`config.mk`:
```
export PLATFORM = sky130hd
export DESIGN_NAME = csrmv_ctrl
export DESIGN_NICKNAME = d
export VERILOG_FILES = /design/src/hdl/csrmv_pkg.sv /design/src/hdl/csrmv_ctrl.sv
export SDC_FILE = /design/constraint.sdc
export NUM_CORES = 1
export LEC_CHECK = 0
export ABC_AREA = 1
export ABC_CLOCK_PERIOD_IN_PS = 3800
export BUFFER_PORTS_ARGS = -buffer_cell sky130_fd_sc_hd__buf_2
export CELL_PAD_IN_SITES_DETAIL_PLACEMENT = 0
export CELL_PAD_IN_SITES_GLOBAL_PLACEMENT = 1
export CORE_MARGIN = 2
export CORE_UTILIZATION = 32
export DETAILED_ROUTE_END_ITERATION = 8
export HOLD_SLACK_MARGIN = 0.06
export PLACE_DENSITY_LB_ADDON = 0.1
export SLEW_MARGIN = 20
export SYNTH_ARGS = -nofsm -noshare
export SYNTH_HDL_FRONTEND = slang
export SYNTH_SLANG_ARGS = --single-unit
```
`constraint.sdc`:
```
create_clock -name clk -period 3.8 [get_ports clk]
set_input_delay 1.14 -clock clk [delete_from_list [all_inputs] [get_ports clk]]
set_output_delay 1.14 -clock clk [all_outputs]
set_load 0.005 [all_outputs]
```
`src/hdl/csrmv_pkg.sv`:
```
// Shared types and constants for the CSR sparse matrix-vector multiplier.
// Holds the request and result structs, the function codes and the command
// and status structs between controller and datapath. No dependencies.
package csrmv_pkg;

	localparam int MAX_COLS = 1024;
	localparam int MAX_ROWS = 1024;
	localparam int COL_W    = $clog2(MAX_COLS);
	localparam int ROW_W    = $clog2(MAX_ROWS);
	localparam int DATA_W   = 32;

	typedef enum logic [1:0] {
		FUNC_START = 2'd0,
		FUNC_VEC   = 2'd1,
		FUNC_MAT   = 2'd2,
		FUNC_EMPTY = 2'd3
	} func_t;

	typedef struct packed {
		func_t              func;
		logic [9:0]         index;
		logic signed [31:0] value;
		logic               row_end;
	} in_item_t;

	typedef struct packed {
		logic [9:0]         row_index;
		logic signed [31:0] sum;
		logic [9:0]         position;
	} out_item_t;

	// Commands from the controller to the datapath.
	typedef struct packed {
		logic load_item;
		logic vec_write;
		logic clear_regs;
		logic clear_step;
		logic mul_en;
		logic acc_en;
		logic finish;
	} cmd_t;

	// Status from the datapath to the controller.
	typedef struct packed {
		logic clr_done;
		logic acc_nz;
		logic out_busy;
		logic row_end;
	} sts_t;

endpackage

```
`src/hdl/csrmv_ctrl.sv`:
```
// Controller state machine of the CSR sparse matrix-vector multiplier.
// Sequences the clearing pass, vector writes, the lookup, multiply, accumulate and row end.
// Depends on csrmv_pkg.
module csrmv_ctrl (
	input  logic             clk,
	input  logic             arst_n,
	input  logic             item_valid,
	input  csrmv_pkg::func_t func,
	input  csrmv_pkg::sts_t  sts,
	output logic             item_stall,
	output csrmv_pkg::cmd_t  cmd
);
	import csrmv_pkg::*;

	typedef enum logic [5:0] {
		ST_CLEAR = 6'b000001,
		ST_IDLE  = 6'b000010,
		ST_READ  = 6'b000100,
		ST_MUL   = 6'b001000,
		ST_ACC   = 6'b010000,
		ST_FIN   = 6'b100000
	} state_t;

	state_t state_q, state_d;
	logic   accept;

	assign item_stall = (state_q != ST_IDLE);
	assign accept     = item_valid && (state_q == ST_IDLE);

	always_comb begin
		state_d = state_q;
		cmd     = '0;
		case (state_q)
			ST_CLEAR: begin
				cmd.clear_step = 1'b1;
				if (sts.clr_done) begin
					state_d = ST_IDLE;
				end
			end
			ST_IDLE: begin
				if (accept) begin
					cmd.load_item = 1'b1;
					case (func)
						FUNC_START: begin
							cmd.clear_regs = 1'b1;
							state_d        = ST_CLEAR;
						end
						FUNC_VEC: begin
							cmd.vec_write = 1'b1;
						end
						FUNC_MAT: begin
							state_d = ST_READ;
						end
						default: begin
							state_d = ST_FIN;
						end
					endcase
				end
			end
			ST_READ: begin
				state_d = ST_MUL;
			end
			ST_MUL: begin
				cmd.mul_en = 1'b1;
				state_d    = ST_ACC;
			end
			ST_ACC: begin
				cmd.acc_en = 1'b1;
				state_d    = sts.row_end ? ST_FIN : ST_IDLE;
			end
			ST_FIN: begin
				// A nonzero sum waits until the result register is free.
				if (!(sts.acc_nz && sts.out_busy)) begin
					cmd.finish = 1'b1;
					state_d    = ST_IDLE;
				end
			end
			default: begin
				state_d = ST_CLEAR;
			end
		endcase
	end

	always_ff @(posedge clk or negedge arst_n) begin
		if (!arst_n) begin
			state_q <= ST_CLEAR;
		end else begin
			state_q <= state_d;
		end
	end

	a_no_finish_blocked: assert property (@(posedge clk) disable iff (!arst_n)
		cmd.finish |-> !(sts.acc_nz && sts.out_busy))
		else $error("row finished while result register was held");

	a_clear_until_done: assert property (@(posedge clk) disable iff (!arst_n)
		(state_q == ST_CLEAR) && !sts.clr_done |=> (state_q == ST_CLEAR))
		else $error("clearing pass left early");

	a_mat_path: assert property (@(posedge clk) disable iff (!arst_n)
		cmd.mul_en |=> cmd.acc_en)
		else $error("product not accumulated after multiply");

endmodule

```
==> flow_metrics.env, run 1 <==
export IMPL_initialDrtViolationCount=5
export IMPL_htree_levels=1
export IMPL_fin_nets=98
export IMPL_worst_path_dominant_cell_family="buffers and inverters"
export IMPL_cp_cell_sequence="buf_2 > inv_1 > nand2_1 > nor3_1 > buf_2"
export IMPL_fin_setup_tns_ns=0
export IMPL_cts_sinks=6
export IMPL_synth_most_common_cell="nand2_1"
export IMPL_drive_gt1_share_pct=29.55
export IMPL_fin_crit_sh_pct=74.66
export IMPL_cts_root_buf="clkbuf_4"
export IMPL_p_per_area_nw_per_um2=578.4
export IMPL_cp_arrival_ns=1.70
export IMPL_cts_tree="yes"
export IMPL_rsz0062_at_grt="no"
export IMPL_die_x_um=40.78
export IMPL_place_gp_congestion=0.6786
export IMPL_synthMuxAreaShare_pct=0
export IMPL_hp_class="reg -> reg"
export IMPL_maxSlewViolCount=0
export IMPL_syn_instance_count=68
export IMPL_status="completed"
export IMPL_drv_cap=0
export IMPL_slowest_stage="nor3_1"
export IMPL_synth_simple_area_share_pct=41.91
export IMPL_vdd_ir_drop_worst_mv=0.2914
export IMPL_dieHeight_um=40.78
export IMPL_ys_seq_area_share_pct=34.97
export IMPL_avgSynthCellArea_sq_um=6.366
export IMPL_worst_path_buf_inv=3
export IMPL_initial_core_util_pct=33.69
export IMPL_ys_flop_type="dfrtp_1"
export IMPL_synth_area_top_cells="dfrtp_1 (29%), nand2_1 (14%), inv_1 (13%), nor2_1 (12%), dfstp_2 (6.1%)"
export IMPL_io_pins=17
export IMPL_insertion_delay_ns=0.25
export IMPL_regMostFlops="state_q"
export IMPL_antenna_found_initial=0
export IMPL_drc_errors=0
export IMPL_first_pass_iters=4
export IMPL_synth_adder_area_share_pct=0
export IMPL_first_global_vias=372
export IMPL_syn2layout_area_growth_pct=28.90
export IMPL_hold_violations=0
export IMPL_required_ns=2.66
export IMPL_post_cts_resized=0
export IMPL_leakage_nw=0.3486
export IMPL_synth_top_area_share_pct=28.90
export IMPL_async_reset_ff_share_pct=100.0
export IMPL_timing_worst_setup_path_type="in -> out"
export IMPL_worstPathMaxFanout=2
export IMPL_dieArea_sq_um=1663
export IMPL_path_common_cell="buf_2"
export IMPL_slew_headroom_pct=86.27
export IMPL_syn_area_sq_um=432.9
export IMPL_postCtsSetupBuffers=0
export IMPL_grtUsageTotal_pct=14.48
export IMPL_synth_common_cells="nand2_1 (16), inv_1 (15), nor2_1 (14), dfrtp_1 (5), nand3_1 (4)"
export IMPL_io_buffers=16
export IMPL_vias=452
export IMPL_grt_pass1_wl_um=1421
export IMPL_min_period_ns=2.837
export IMPL_slowest_delay_ns=0.17
export IMPL_num_fill_cells=155
export IMPL_cp_start_kind="input pin"
export IMPL_end_kind="primary output"
export IMPL_wl_per_cell_um=8.971
export IMPL_fmax_ghz=0.3525
export IMPL_ys_warn_count=0
export IMPL_setup_viol=0
export IMPL_core_sq_um=1285
export IMPL_synth_xor_area_share_pct=0
export IMPL_largestRegisters="state_q: 6 flops"
export IMPL_yosysTopAreaCell="dfrtp_1"
export IMPL_grt_ovfl_total=0
export IMPL_synth_compound_area_share_pct=9.249
export IMPL_ant_nets=0
export IMPL_synth_top_family_by_area="simple AND/OR/NAND/NOR gates"
export IMPL_finClkSkew_ns=0.009320
export IMPL_row_count=13
export IMPL_syn_num_nets=77
export IMPL_tightestPinTransition_ns=0.2056
export IMPL_wirelength_um=924
export IMPL_hpwl_um=800.6
export IMPL_largest_reg_flops=6
export IMPL_path_clk_slew_ns=0.05
export IMPL_holdBufCountCts=0
export IMPL_synth_edf_count=0
export IMPL_ys_ff_latch=6
export IMPL_clk_path_buf_depth=2
export IMPL_viasPerCell=4.388
export IMPL_numCtsBuffers=3
export IMPL_hold_ws_ns=0.5777
export IMPL_yosysUniqueCellTypes=15
export IMPL_diodes=0
export IMPL_grt_max_degree=8
==> stage by stage <==
stage	util [%]	total power (W)	instances	worst slack, ns	instance area (sq um)
final	43.43	0.0003228	103	0.9629	558.0
after global routing	43.43	0.0003606	103	0.8927	558.0
after CTS	43.43	0.0003253	103	0.9596	558.0
after detailed placement	41.38	0.0002603	99	0.9613	531.8
after global placement	41.38	0.0002596	99	0.9633	531.8
after floorplan	-	0.0002133	68	1.170	432.9
==> power by group <==
| part | leakage [nW] | switching [W] | total [W] | internal, W |
|---|---|---|---|---|
| clock | 0.0150 | 0.0000239 | 0.0000637 | 0.0000398 |
| combinational | 0.255 | 0.000104 | 0.000164 | 0.0000598 |
| sequential | 0.0785 | 0.0000113 | 0.0000953 | 0.0000841 |
| total | 0.349 | 0.000139 | 0.000323 | 0.000184 |
==> worst paths after layout <==
| check | start | end | slack, ns | cells past startpoint |
|---|---|---|---|---|
| worst max register to register | state_q[0] | state_q[5] | 2.39 | 8 |
| worst min-delay path | state_q[2] | state_q[3] | 0.58 | 2 |
| worst max-delay path | func[1] | cmd[5] | 0.96 | 5 |
| min in group asynchronous | arst_n | state_q[1] | 0.70 | 1 |
| worst min register to register | state_q[2] | state_q[3] | 0.58 | 2 |
| max in group asynchronous | arst_n | state_q[0] | 2.88 | 1 |
==> logic make-up (layout without fill, tap and decap cells) <==
kind of cell | after synthesis | count (layout)
compound gates | 5 | 5
buf+inv | 16 | 36
flops | 6 | 6
simple gates | 41 | 41
==> worst min-delay path: stages (launching register included) <==
cell,delay [ns]
dfrtp_1,0.39
nand2_1,0.10
nor2_1,0.05
==> cell type report <==
| class | count | area [sq um] | area share, % |
|---|---|---|---|
| flip-flops and latches | 6 | 151.4 | 27.13 |
| multi-input cells | 46 | 221.5 | 39.69 |
| clock buffers | 4 | 26.28 | 4.709 |
| inverters | 16 | 60.06 | 10.76 |
| well taps | 15 | 18.77 | 3.363 |
| repair buffers | 16 | 80.08 | 14.35 |
==> cell usage in the layout (no fill, tap or decap), types with 2 or more instances in the layout <==
master	synthesis	layout
clkbuf_4	0	3
nand2_1	16	16
nor3_1	2	2
nor2_2	2	2
dfrtp_1	5	5
inv_1	15	15
buf_2	0	16
nand3_1	4	4
a21oi_1	2	2
nor2_1	14	14
nand3_2	2	2
==> per-layer routing <==
metal | track usage (%) | up-vias | routed length (um)
met4 | 12.50 | 0 | 20
met5 | 0 | - | 0
li1 | - | 246 | -
met2 | 22.66 | 10 | 448
met1 | 15.33 | 193 | 425
met3 | 4.891 | 3 | 29
(Power assumes the default switching activity.)
==> run 2, diff against run 1 <==
--- a/config.mk
+++ b/config.mk
@@ -6,12 +6,12 @@
 export NUM_CORES = 1
 export LEC_CHECK = 0
 export ABC_AREA = 1
-export ABC_CLOCK_PERIOD_IN_PS = 3800
+export ABC_CLOCK_PERIOD_IN_PS = 2600
 export BUFFER_PORTS_ARGS = -buffer_cell sky130_fd_sc_hd__buf_2
 export CELL_PAD_IN_SITES_DETAIL_PLACEMENT = 0
 export CELL_PAD_IN_SITES_GLOBAL_PLACEMENT = 1
 export CORE_MARGIN = 2
-export CORE_UTILIZATION = 32
+export CORE_UTILIZATION = 27
 export DETAILED_ROUTE_END_ITERATION = 8
 export HOLD_SLACK_MARGIN = 0.06
 export PLACE_DENSITY_LB_ADDON = 0.1
==> constraint.sdc (replaced) <==
create_clock -name clk -period 2.6 [get_ports clk]
set_input_delay 0.78 -clock clk [delete_from_list [all_inputs] [get_ports clk]]
set_output_delay 0.78 -clock clk [all_outputs]
set_load 0.005 [all_outputs]
==> flow_metrics.env, run 2 (synthesis results as in run 1) <==
export IMPL_ff2ff_path_depth=8
export IMPL_startpoint="state_q[3]"
export IMPL_io_pins=17
export IMPL_timing_worst_setup_path_type="reg -> out"
export IMPL_holdBufCountCts=0
export IMPL_cp_arrival_ns=1.44
export IMPL_hpwl_um=780.8
export IMPL_die_x_um=44.04
export IMPL_path_clk_slew_ns=0.05
export IMPL_row_count=14
export IMPL_seq_area_sq_um=151.4
export IMPL_fmax_ghz=0.4515
export IMPL_numCtsBuffers=3
export IMPL_clk_path_buf_depth=2
export IMPL_min_period_ns=2.215
export IMPL_first_pass_iters=4
export IMPL_hp_class="in -> async"
export IMPL_syn2layout_area_growth_pct=29.19
export IMPL_ant_nets=0
export IMPL_crit_cells=6
export IMPL_clkPwrFrac_pct=20.1
export IMPL_finClkSkew_ns=0.006640
export IMPL_slew_headroom_pct=87.16
export IMPL_postCtsSetupBuffers=0
export IMPL_regMostFlops="state_q"
export IMPL_required_ns=1.82
export IMPL_p_seq_share_pct=30.0
export IMPL_htree_levels=1
export IMPL_worstPathMaxFanout=7
export IMPL_initial_core_util_pct=28.74
export IMPL_drc_errors=0
export IMPL_tightestPinTransition_ns=0.1924
export IMPL_leakage_nw=0.3486
export IMPL_place_gp_congestion=0.6723
export IMPL_wirelength_um=918
export IMPL_swShare_pct=42.25
export IMPL_num_fill_cells=178
export IMPL_p_int_w=0.0002683
export IMPL_insertion_delay_ns=0.25
export IMPL_dieHeight_um=44.04
export IMPL_slowest_delay_ns=0.40
export IMPL_largestRegisters="state_q: 6 flops"
export IMPL_r2r_setup_slack_ns=1.23
export IMPL_grt_max_degree=8
export IMPL_worst_path_dominant_cell_family="simple AND/OR/NAND/NOR gates"
export IMPL_io_buffers=16
export IMPL_diodes=0
export IMPL_slowest_stage="dfrtp_1"
export IMPL_hold_ws_ns=0.3502
export IMPL_viasPerCell=4.096
export IMPL_fin_nets=98
export IMPL_grt_ovfl_total=0
export IMPL_design_area_sq_um=559.3
export IMPL_status="completed"
export IMPL_worst_path_buf_inv=2
export IMPL_dpl_cell_area_sq_um=533.0
export IMPL_vias=426
export IMPL_drv_cap=0
export IMPL_core_sq_um=1506
export IMPL_initialDrtViolationCount=6
export IMPL_fin_crit_sh_pct=85.19
export IMPL_setup_viol=0
export IMPL_drive_gt1_share_pct=29.55
export IMPL_post_cts_resized=0
export IMPL_p_per_area_nw_per_um2=830.8
export IMPL_largest_reg_flops=6
export IMPL_pwr_share_comb_pct=49.9
export IMPL_cp_cell_sequence="nor2_2 > nand3_2 > inv_2 > nand3_1 > nor2_1 > buf_2"
export IMPL_multiInputGateArea_sq_um=221.5
export IMPL_wl_per_cell_um=8.827
export IMPL_cp_start_kind="register"
export IMPL_rsz0062_at_grt="no"
export IMPL_first_global_vias=389
export IMPL_layout_common_cells="nand2_1 (16), buf_2 (16), inv_1 (15), nor2_1 (14), dfrtp_1 (5)"
export IMPL_fin_setup_tns_ns=0
export IMPL_p_sw_w=0.0001963
export IMPL_maxSlewViolCount=0
export IMPL_cts_sinks=6
export IMPL_rr_endpoint="state_q[5]"
export IMPL_vdd_ir_drop_worst_mv=0.2914
export IMPL_cts_root_buf="clkbuf_4"
export IMPL_antenna_found_initial=0
export IMPL_crit_path_end="cmd[4]"
export IMPL_grtUsageTotal_pct=12.04
export IMPL_grt_pass1_wl_um=1593
export IMPL_hold_violations=0
export IMPL_timing_rr_start="state_q[0]"
export IMPL_end_kind="primary output"
export IMPL_cts_tree="yes"
export IMPL_dieArea_sq_um=1940
run 2: worst min path at each step:
stage	start	to	slack [ns]	cells past startpoint
6_report	arst_n	state_q[3]	0.35	1
5_1_grt	arst_n	state_q[1]	0.35	1
4_1_cts	arst_n	state_q[3]	0.35	1
3_5_place_dp	state_q[2]	state_q[3]	0.57	2
3_3_place_gp	state_q[2]	state_q[3]	0.56	2
2_1_floorplan	arst_n	state_q[1]	0.48	0
run 2: metrics by stage:
stage	power (W)	cells	util [%]	worst slack, ns
floorplan	0.0003118	68	-	0.6896
global placement	0.0003792	100	35.38	0.4819
detailed placement	0.0003746	100	35.38	0.4763
CTS	0.0004729	104	37.13	0.3561
global route	0.0005171	104	37.13	0.2322
finish	0.0004646	104	37.13	0.3850
run 2: power groups by stage:
stage / Clock [W] / Combinational (W) / Sequential, W
3_3_place_gp: 0 / 0.000240 / 0.000140
3_5_place_dp: 0 / 0.000234 / 0.000141
5_1_grt: 0.000109 / 0.000267 / 0.000141
2_1_floorplan: 0 / 0.000174 / 0.000137
6_report: 0.0000935 / 0.000232 / 0.000139
4_1_cts: 0.0000985 / 0.000235 / 0.000139
run 2: layout make-up:
type	instances	area share [%]
multi-input combinational	46	39.60
sequential	6	27.07
timing repair buffer	16	14.32
inverter	16	10.74
clock buffer	4	4.698
tap	16	3.579
run 2: per-layer routing:
| layer | track usage, % | vias to the layer above | part of all wire [%] |
|---|---|---|---|
| met2 | 17.35 | 12 | 46 |
| li1 | - | 244 | - |
| met5 | 0 | - | 0 |
| met4 | 10.91 | 0 | 2.1 |
| met1 | 14.21 | 168 | 48 |
| met3 | 3.673 | 2 | 4.1 |
